[config.mk]
export PLATFORM = sky130hd
export DESIGN_NAME = arctangent2_approx
export DESIGN_NICKNAME = d
export VERILOG_FILES = /design/src/hw/rtl/atn_pkg.sv /design/src/hw/rtl/arctangent2_approx.sv /design/src/hw/rtl/atn_prep.sv /design/src/hw/rtl/atn_div.sv /design/src/hw/rtl/atn_poly.sv /design/src/hw/rtl/atn_fin.sv
export SDC_FILE = /design/constraint.sdc
export NUM_CORES = 2
export LEC_CHECK = 0
export BUFFER_PORTS_ARGS = -buffer_cell sky130_fd_sc_hd__buf_4
export CELL_PAD_IN_SITES_DETAIL_PLACEMENT = 0
export CELL_PAD_IN_SITES_GLOBAL_PLACEMENT = 2
export CORE_MARGIN = 8
export CORE_UTILIZATION = 48
export CTS_CLUSTER_DIAMETER = 200
export DETAILED_ROUTE_END_ITERATION = 6
export PLACE_DENSITY_LB_ADDON = 0.1
export RECOVER_POWER = 100
export SKIP_LAST_GASP = 1
export SYNTH_ARGS = -nofsm -noshare
export SYNTH_HDL_FRONTEND = slang
export SYNTH_SLANG_ARGS = --single-unit
[constraint.sdc]
create_clock -name clk -period 68.3 [get_ports clk]
set_clock_uncertainty 0.1 [all_clocks]
set_input_delay 17.075 -clock clk [delete_from_list [all_inputs] [get_ports clk]]
set_output_delay 17.075 -clock clk [all_outputs]
set_load 0.005 [all_outputs]
[src/hw/rtl/atn_pkg.sv]
// Shared types, constants and helpers for the arctangent pipeline.
// No dependencies; every other file imports this package.
package atn_pkg;

  localparam int DEF_COORD_WIDTH     = 16;
  localparam int DEF_ANGLE_FRAC_BITS = 13;

  // ratio t is unsigned Q1.15 within [0, 1]
  localparam int RATIO_W    = 16;
  localparam int RATIO_FRAC = 15;
  localparam int PROD_W     = 2 * RATIO_W;

  // pi in Q3.61
  localparam logic [63:0] PI_Q61 = 64'h6487ED5110B4611A;

  // Horner coefficients in Q1.15, innermost first
  localparam logic [RATIO_W-1:0] COEF_INNER = 16'd683;
  localparam logic [RATIO_W-1:0] HORNER_C [0:3] = '{16'd2790, 16'd5903, 16'd10823, 16'd32764};

  typedef struct packed {
    logic yneg;
    logic xneg;
    logic xzero;
    logic yzero;
    logic swap;   // |y| > |x|: ratio is x/y, reflect about half pi
  } side_t;

  typedef struct packed {
    logic  valid;
    side_t side;
  } ctl_t;

  // round a Q2.30 product back to Q1.15, half up
  function automatic logic [RATIO_W-1:0] rnd15(input logic [PROD_W-1:0] v);
    logic [PROD_W:0] sum;
    sum = {1'b0, v} + (PROD_W + 1)'(1 << (RATIO_FRAC - 1));
    return sum[RATIO_FRAC +: RATIO_W];
  endfunction

  // pi scaled down from Q3.61 by a right shift, rounded to nearest
  function automatic logic [63:0] scaled_pi(input int unsigned shift);
    return (PI_Q61 + (64'd1 << (shift - 1))) >> shift;
  endfunction

endpackage

[src/hw/rtl/arctangent2_approx.sv]
// Four-quadrant arctangent of a signed (y, x) pair, angle in Q3.ANGLE_FRAC_BITS.
// Pipeline stages from input transfer to result: 1 prep, 17 divider,
// 6 polynomial, 4 output. Throughput: one pair per cycle while no result is held.
// An output stall holds every stage; in_stall follows out_valid and out_stall.
// Synchronous active-low reset clears the valid bits only.
module arctangent2_approx #(
  parameter int COORD_WIDTH     = atn_pkg::DEF_COORD_WIDTH,
  parameter int ANGLE_FRAC_BITS = atn_pkg::DEF_ANGLE_FRAC_BITS
) (
  input  logic                              clk,
  input  logic                              rst_n,
  input  logic                              in_valid,
  output logic                              in_stall,
  input  logic signed [COORD_WIDTH-1:0]     in_y_coord,
  input  logic signed [COORD_WIDTH-1:0]     in_x_coord,
  output logic                              out_valid,
  input  logic                              out_stall,
  output logic signed [ANGLE_FRAC_BITS+2:0] out_angle
);
  import atn_pkg::*;

  logic                     en;
  ctl_t                     prep_ctl, div_ctl, poly_ctl;
  logic [COORD_WIDTH-1:0]   min_w, max_w;
  logic [RATIO_W-1:0]       t_w;
  logic [PROD_W-1:0]        prod_w;
  logic [ANGLE_FRAC_BITS+2:0] angle_w;

  // advance everything unless a finished result is being held
  assign en       = !(out_valid && out_stall);
  assign in_stall = !en;

  atn_prep #(.COORD_WIDTH(COORD_WIDTH)) u_prep (
    .clk(clk), .rst_n(rst_n), .en(en), .in_valid(in_valid),
    .y_coord(in_y_coord), .x_coord(in_x_coord),
    .ctl_o(prep_ctl), .min_o(min_w), .max_o(max_w)
  );

  atn_div #(.COORD_WIDTH(COORD_WIDTH)) u_div (
    .clk(clk), .rst_n(rst_n), .en(en), .ctl_i(prep_ctl),
    .min_i(min_w), .max_i(max_w), .ctl_o(div_ctl), .t_o(t_w)
  );

  atn_poly u_poly (
    .clk(clk), .rst_n(rst_n), .en(en), .ctl_i(div_ctl),
    .t_i(t_w), .ctl_o(poly_ctl), .prod_o(prod_w)
  );

  atn_fin #(.ANGLE_FRAC_BITS(ANGLE_FRAC_BITS)) u_fin (
    .clk(clk), .rst_n(rst_n), .en(en), .ctl_i(poly_ctl),
    .prod_i(prod_w), .valid_o(out_valid), .angle_o(angle_w)
  );

  assign out_angle = angle_w;

endmodule

[src/hw/rtl/atn_prep.sv]
// Input stage: magnitudes, signs and operand ordering for the divider.
// Depends on atn_pkg.
module atn_prep #(
  parameter int COORD_WIDTH = atn_pkg::DEF_COORD_WIDTH
) (
  input  logic                          clk,
  input  logic                          rst_n,
  input  logic                          en,
  input  logic                          in_valid,
  input  logic signed [COORD_WIDTH-1:0] y_coord,
  input  logic signed [COORD_WIDTH-1:0] x_coord,
  output atn_pkg::ctl_t                 ctl_o,
  output logic [COORD_WIDTH-1:0]        min_o,
  output logic [COORD_WIDTH-1:0]        max_o
);
  import atn_pkg::*;

  logic [COORD_WIDTH-1:0] yu, xu, ay, ax;
  side_t                  side_nxt;
  logic                   v_r;
  side_t                  side_r;
  logic [COORD_WIDTH-1:0] min_r, max_r;

  // most negative code maps to 2^(COORD_WIDTH-1), which still fits unsigned
  always_comb begin
    yu = y_coord;
    xu = x_coord;
    ay = yu[COORD_WIDTH-1] ? (~yu + 1'b1) : yu;
    ax = xu[COORD_WIDTH-1] ? (~xu + 1'b1) : xu;
    side_nxt.yneg  = yu[COORD_WIDTH-1];
    side_nxt.xneg  = xu[COORD_WIDTH-1];
    side_nxt.xzero = (ax == '0);
    side_nxt.yzero = (ay == '0);
    side_nxt.swap  = (ay > ax);
  end

  always_ff @(posedge clk) begin
    if (!rst_n) begin
      v_r <= 1'b0;
    end else if (en) begin
      v_r <= in_valid;
    end
  end

  always_ff @(posedge clk) begin
    if (en) begin
      side_r <= side_nxt;
      min_r  <= side_nxt.swap ? ax : ay;
      max_r  <= side_nxt.swap ? ay : ax;
    end
  end

  assign ctl_o = '{valid: v_r, side: side_r};
  assign min_o = min_r;
  assign max_o = max_r;

endmodule

[src/hw/rtl/atn_div.sv]
// Pipelined restoring divider: t = (min*2^15 + max/2) / max, one quotient
// bit per stage after a dividend forming stage. Depends on atn_pkg.
module atn_div #(
  parameter int COORD_WIDTH = atn_pkg::DEF_COORD_WIDTH
) (
  input  logic                        clk,
  input  logic                        rst_n,
  input  logic                        en,
  input  atn_pkg::ctl_t               ctl_i,
  input  logic [COORD_WIDTH-1:0]      min_i,
  input  logic [COORD_WIDTH-1:0]      max_i,
  output atn_pkg::ctl_t               ctl_o,
  output logic [atn_pkg::RATIO_W-1:0] t_o
);
  import atn_pkg::*;

  localparam int NW    = COORD_WIDTH + RATIO_W;
  localparam int STEPS = RATIO_W;

  logic [NW-1:0]          n_w;
  logic                   v_r    [0:STEPS];
  side_t                  side_r [0:STEPS];
  logic [COORD_WIDTH-1:0] rem_r  [0:STEPS-1];
  logic [COORD_WIDTH-1:0] den_r  [0:STEPS-1];
  logic [RATIO_W-1:0]     low_r  [0:STEPS-1];
  logic [RATIO_W-1:0]     q_r    [1:STEPS];

  assign n_w = NW'({min_i, {RATIO_FRAC{1'b0}}}) + NW'(max_i >> 1);

  // dividend stage: upper part already below the divisor since min <= max
  always_ff @(posedge clk) begin
    if (!rst_n) begin
      v_r[0] <= 1'b0;
    end else if (en) begin
      v_r[0] <= ctl_i.valid;
    end
  end

  always_ff @(posedge clk) begin
    if (en) begin
      side_r[0] <= ctl_i.side;
      rem_r[0]  <= n_w[NW-1:RATIO_W];
      low_r[0]  <= n_w[RATIO_W-1:0];
      den_r[0]  <= max_i;
    end
  end

  for (genvar k = 1; k <= STEPS; k++) begin : g_step
    logic [COORD_WIDTH:0]   r2, diff;
    logic                   ge;
    logic [RATIO_W-1:0]     q_prev;

    assign r2   = {rem_r[k-1], low_r[k-1][RATIO_W-1]};
    assign diff = r2 - {1'b0, den_r[k-1]};
    assign ge   = (r2 >= {1'b0, den_r[k-1]});

    if (k == 1) begin : g_first
      assign q_prev = '0;
    end else begin : g_rest
      assign q_prev = q_r[k-1];
    end

    always_ff @(posedge clk) begin
      if (!rst_n) begin
        v_r[k] <= 1'b0;
      end else if (en) begin
        v_r[k] <= v_r[k-1];
      end
    end

    always_ff @(posedge clk) begin
      if (en) begin
        side_r[k] <= side_r[k-1];
        q_r[k]    <= {q_prev[RATIO_W-2:0], ge};
      end
    end

    if (k < STEPS) begin : g_carry
      always_ff @(posedge clk) begin
        if (en) begin
          rem_r[k] <= ge ? diff[COORD_WIDTH-1:0] : r2[COORD_WIDTH-1:0];
          low_r[k] <= low_r[k-1] << 1;
          den_r[k] <= den_r[k-1];
        end
      end
    end
  end

  assign ctl_o = '{valid: v_r[STEPS], side: side_r[STEPS]};
  assign t_o   = q_r[STEPS];

endmodule

[src/hw/rtl/atn_poly.sv]
// Odd minimax polynomial for atan(t), Horner's rule in Q1.15, one
// multiplication per stage. Depends on atn_pkg.
module atn_poly (
  input  logic                       clk,
  input  logic                       rst_n,
  input  logic                       en,
  input  atn_pkg::ctl_t              ctl_i,
  input  logic [atn_pkg::RATIO_W-1:0] t_i,
  output atn_pkg::ctl_t              ctl_o,
  output logic [atn_pkg::PROD_W-1:0] prod_o
);
  import atn_pkg::*;

  localparam int NS = 6;

  logic               v_r    [1:NS];
  side_t              side_r [1:NS];
  logic [PROD_W-1:0]  prod_r [1:NS];
  logic [RATIO_W-1:0] t_r    [1:NS-1];
  logic [RATIO_W-1:0] t2_r   [2:NS-2];
  logic [RATIO_W-1:0] t2_nxt;
  logic [PROD_W-1:0]  sq_nxt, inner_nxt;

  assign sq_nxt    = t_i * t_i;
  assign t2_nxt    = rnd15(prod_r[1]);
  assign inner_nxt = COEF_INNER * t2_nxt;

  for (genvar j = 1; j <= NS; j++) begin : g_valid
    always_ff @(posedge clk) begin
      if (!rst_n) begin
        v_r[j] <= 1'b0;
      end else if (en) begin
        v_r[j] <= (j == 1) ? ctl_i.valid : v_r[(j == 1) ? 1 : j-1];
      end
    end
  end

  // square, then innermost coefficient
  always_ff @(posedge clk) begin
    if (en) begin
      side_r[1] <= ctl_i.side;
      t_r[1]    <= t_i;
      prod_r[1] <= sq_nxt;
      side_r[2] <= side_r[1];
      t_r[2]    <= t_r[1];
      t2_r[2]   <= t2_nxt;
      prod_r[2] <= inner_nxt;
    end
  end

  for (genvar j = 3; j <= NS; j++) begin : g_horner
    logic [RATIO_W-1:0] p, mul;
    logic [PROD_W-1:0]  prod_nxt;

    assign p = HORNER_C[j-3] - rnd15(prod_r[j-1]);
    if (j == NS) begin : g_last
      assign mul = t_r[j-1];
    end else begin : g_mid
      assign mul = t2_r[j-1];
    end
    assign prod_nxt = mul * p;

    always_ff @(posedge clk) begin
      if (en) begin
        side_r[j] <= side_r[j-1];
        prod_r[j] <= prod_nxt;
      end
    end

    if (j < NS) begin : g_keep_t
      always_ff @(posedge clk) begin
        if (en) begin
          t_r[j] <= t_r[j-1];
        end
      end
    end

    if (j < NS - 1) begin : g_keep_t2
      always_ff @(posedge clk) begin
        if (en) begin
          t2_r[j] <= t2_r[j-1];
        end
      end
    end
  end

  assign ctl_o  = '{valid: v_r[NS], side: side_r[NS]};
  assign prod_o = prod_r[NS];

endmodule

[src/hw/rtl/atn_fin.sv]
// Output stages: format conversion, half-pi reflection, quadrant fixup,
// saturation and sign. The last stage is the output register. Depends on atn_pkg.
module atn_fin #(
  parameter int ANGLE_FRAC_BITS = atn_pkg::DEF_ANGLE_FRAC_BITS
) (
  input  logic                         clk,
  input  logic                         rst_n,
  input  logic                         en,
  input  atn_pkg::ctl_t                ctl_i,
  input  logic [atn_pkg::PROD_W-1:0]   prod_i,
  output logic                         valid_o,
  output logic [ANGLE_FRAC_BITS+2:0]   angle_o
);
  import atn_pkg::*;

  localparam int AW = ANGLE_FRAC_BITS + 3;
  localparam logic [63:0]   PI_W  = scaled_pi(61 - ANGLE_FRAC_BITS);
  localparam logic [63:0]   HPI_W = scaled_pi(62 - ANGLE_FRAC_BITS);
  localparam logic [AW-1:0] PI_O  = PI_W[AW-1:0];
  localparam logic [AW-1:0] HPI_O = HPI_W[AW-1:0];

  logic               v_r    [1:4];
  side_t              side_r [1:3];
  logic [RATIO_W-1:0] a15;
  logic [AW-1:0]      a_nxt, base_nxt, mag_nxt, sat;
  logic [AW-1:0]      a_r, base_r, mag_r, angle_r;

  assign a15 = rnd15(prod_i);

  if (ANGLE_FRAC_BITS >= RATIO_FRAC) begin : g_widen
    assign a_nxt = AW'(a15) << (ANGLE_FRAC_BITS - RATIO_FRAC);
  end else begin : g_narrow
    localparam int SH = RATIO_FRAC - ANGLE_FRAC_BITS;
    logic [RATIO_W:0] sum;
    assign sum   = {1'b0, a15} + ((RATIO_W + 1)'(1) << (SH - 1));
    assign a_nxt = AW'(sum >> SH);
  end

  always_comb begin
    if (side_r[1].swap) begin
      base_nxt = (a_r >= HPI_O) ? '0 : HPI_O - a_r;
    end else begin
      base_nxt = a_r;
    end
  end

  // left half-plane folds around pi; x on the axis gives half pi or zero
  always_comb begin
    if (side_r[2].xzero) begin
      mag_nxt = side_r[2].yzero ? '0 : HPI_O;
    end else if (side_r[2].xneg) begin
      mag_nxt = (base_r >= PI_O) ? '0 : PI_O - base_r;
    end else begin
      mag_nxt = base_r;
    end
  end

  assign sat = (mag_r > PI_O) ? PI_O : mag_r;

  for (genvar j = 1; j <= 4; j++) begin : g_valid
    always_ff @(posedge clk) begin
      if (!rst_n) begin
        v_r[j] <= 1'b0;
      end else if (en) begin
        v_r[j] <= (j == 1) ? ctl_i.valid : v_r[(j == 1) ? 1 : j-1];
      end
    end
  end

  always_ff @(posedge clk) begin
    if (en) begin
      side_r[1] <= ctl_i.side;
      a_r       <= a_nxt;
      side_r[2] <= side_r[1];
      base_r    <= base_nxt;
      side_r[3] <= side_r[2];
      mag_r     <= mag_nxt;
      angle_r   <= side_r[3].yneg ? (~sat + 1'b1) : sat;
    end
  end

  assign valid_o = v_r[4];
  assign angle_o = angle_r;

endmodule

==> run_results.csv <==
group,metric,value,unit
global_route,grt_max_degree,180,
clocking,cts_buffer_depth,3,
worst_setup_path,r2r_end,"u_poly.t_r[0][58]",
clocking,clk_latency,0.78,ns
clocking,ctsResizeCount,0,
layout,fin_nets,10600,
timing,setup_ws,32.05,ns
routing,wl,206,mm
worst_setup_path,r2r_slack,52.41,ns
yosys,syn-num-nets,10600,
timing,finalSetupViolCount,0,
routing,postRouteAntennaNets,0,
floorplanning,core,197000,sq um
job,cap_viol_max_count,21,
clocking,ctsHoldBuffers,0,
clocking,cts_made_buffers,130,
worst_setup_path,path_max_fanout,58,
timing,min_period_over_period,0.531,
timing,tightest_slew,9.11,ns
timing,maxSlewHeadroom,-5.07,
clocking,cts_setup_buffers,0,
yosys,ys_seq_elements,1126,
worst_setup_path,required,51.12,ns
worst_setup_path,start_kind,"input pin",
worst_setup_path,timing.rr.start,"u_fin.v_r[0][4]",
place,io_buffers,53,
floorplanning,die_area,212000,sq um
routing,route.detailed.drc,0,
layout,syn_to_final_growth,8.33,%
worst_setup_path,critPathCaptureType,"output port",
routing,vias,59300,
timing,maxSlewViolCount,1259,
routing,drt_iter0_drc,3018,
worst_setup_path,arrival,19.07,ns
place,dp_slack,33.09,ns
worst_setup_path,r2r_cells,6,
floorplanning,die-width,460,microns
yosys,yosysWarnings,0,
place,gp_congestion,0.827,
worst_hold_path,min_to,"u_poly.t_r[0][69]",
global_route,grt_pass1_wl,337,mm
global_route,grt_overflow,0,
layout,fillers,17700,
yosys,synthesis.area,94800,sq um
yosys,avgSynthCellArea,10.9,sq um
status,violations,"capacitance limit, slew limit",
status,status,"complete, but fails checks",
clocking,cts_sinks,1126,
yosys,synth.distinct_cells,95,
clocking,htree_levels,4,
timing,fin_setup_tns,0,ns
worst_hold_path,hold-path-cell-count,0,
yosys,synth_top_cell_area_share,0.356,
worst_setup_path,crit_type,"in2out",
yosys,synth-edff-count,1124,
floorplanning,ios,54,
worst_hold_path,min_path_type,"reg2reg",
clocking,root_buffer,"clkbuf_16",
yosys,synthCells,8724,
yosys,synthTopCellsByArea,"edfxtp_1 (36%), fa_1 (21%), ha_1 (11%), inv_1 (6.8%), nand2_1 (3.7%)",
timing,max_freq,27.6,MHz
global_route,grt_antenna_before_repair,2,
global_route,grt_pass1_vias,62500,
routing,via_per_inst,5.14,
floorplanning,start_util,0.482,
yosys,synth_ff_type,"edfxtp_1",
worst_hold_path,hold_start,"u_poly.t_r[0][53]",
floorplanning,rows,163,
clocking,clk_pin_slew,0.06,ns
yosys,ys_async_sr_fraction,0,
place,place_hpwl,156,mm
yosys,yosysSeqAreaShare,0.357,
layout,drive_gt1_frac,0.0550,
clocking,cts_tree,"yes",
timing,period_needed,36.25,ns
timing,rsz0062_at_grt,"false",
global_route,grt_use_total,0.197,
timing,hold_violations,0,
routing,drt-wirelength-per-cell,17.9,microns
floorplanning,die_h,460,microns
yosys,synth_top_cell_by_area,"edfxtp_1",
routing,first_pass_iters,6,
[logic make-up after synthesis]
logic type	share of synthesized area
flops	0.357
compound gates	0.0565
simple gates	0.117
buf+inv	0.0772
xor+xnor	0.0412
mux	0.0302
fa+ha+maj	0.321
other cells	0.0000396
[cells in the mapped netlist (all sizes together) (151+ instances only)]
cell       n
a21oi    257
and2     406
clkbuf   199
edfxtp  1124
fa       992
ha       846
inv     1706
mux2     190
nand2    922
nand3    151
nor2     256
o21ai    187
xnor2    318
[per-stage QoR]
step           cell area [sq um]  utilization  std cells  hold WS (ns)
3_3_place_gp               98500        0.501      11300         0.301
5_1_grt                   103000        0.522      11500         0.296
3_5_place_dp               98500        0.501      11300         0.305
2_1_floorplan              94800            -       8724         0.300
6_report                  103000        0.522      11500         0.296
4_1_cts                   103000        0.523      11500         0.292
[critical path, stage by stage]
cell and delay [ns]:
clkbuf_4 0.11, nand2_1 1.36, inv_1 0.27, clkbuf_4 0.25
[worst max-delay path by stage]
stage | from | endpoint | slack [ns] | cells past startpoint
2_1_floorplan | out_stall | u_div.v_r[0] | 18.82 | 3
3_3_place_gp | out_stall | in_stall | 33.12 | 4
3_5_place_dp | out_stall | in_stall | 33.09 | 4
4_1_cts | out_stall | in_stall | 33.09 | 4
5_1_grt | out_stall | in_stall | 31.77 | 4
6_report | out_stall | in_stall | 32.05 | 4
[placed cells by master, fill, tap and decap left out, types with 59 or more instances in the layout]
| master | netlist | routed |
|---|---|---|
| mux2_2 | 190 | 137 |
| clkbuf_16 | 0 | 130 |
| and2_1 | 404 | 394 |
| nand2b_1 | 59 | 59 |
| ha_1 | 846 | 846 |
| nand2_1 | 922 | 922 |
| a21o_1 | 63 | 63 |
| fa_1 | 992 | 992 |
| nor2_1 | 256 | 256 |
| edfxtp_1 | 1124 | 1124 |
| xnor2_1 | 318 | 300 |
| mux2i_1 | 72 | 72 |
| and3_1 | 60 | 60 |
| nor2b_1 | 103 | 103 |
| or3_1 | 58 | 59 |
| a21oi_1 | 254 | 256 |
| clkbuf_1 | 198 | 70 |
| xor2_1 | 126 | 119 |
| o21ai_0 | 169 | 182 |
| inv_1 | 1706 | 1706 |
| nand3_1 | 150 | 151 |
| buf_4 | 1 | 80 |
| nand4_1 | 60 | 60 |
| nor3_1 | 126 | 126 |
[flip-flops by register name, indices dropped and copies added, names as in the netlist]
register	cells
u_div.den_r	256
u_div.rem_r	255
u_div.q_r	136
u_poly.prod_r	97
u_div.side_r	85
u_poly.t_r	80
u_poly.t2_r	48
u_poly.side_r	30
u_div.v_r	17
u_fin.angle_o	16
u_fin.base_r	16
u_fin.mag_r	16
u_prep.max_o	16
u_prep.min_o	16
u_fin.a_r	15
u_fin.side_r	10
u_poly.v_r	6
u_prep.ctl_o	5
u_fin.v_r	4
u_div.low_r	1
u_prep.v_r	1
[per-layer routing]
metal | GRT usage | routed length [microns] | share of wire
met5 | 0 | 0 | 0
met4 | 0.0486 | 4700 | 0.023
met3 | 0.0247 | 6720 | 0.033
met2 | 0.351 | 104000 | 0.50
met1 | 0.257 | 90800 | 0.44
[area by class of cell]
class                   instances  area, sq um  area share
diodes                          1         2.50   0.0000244
clock inverters                91         1140      0.0111
clock buffers                 145         3310      0.0322
inverters                    1706         6400      0.0624
flip-flops and latches       1126        33800       0.329
multi-input cells            5662        53800       0.524
repair buffers                149          912     0.00888
well taps                    2640         3300      0.0322
Power is left out: the tool's default activity adds up to more than one toggle a clock period on the data nets, which glitch-free logic cannot reach.
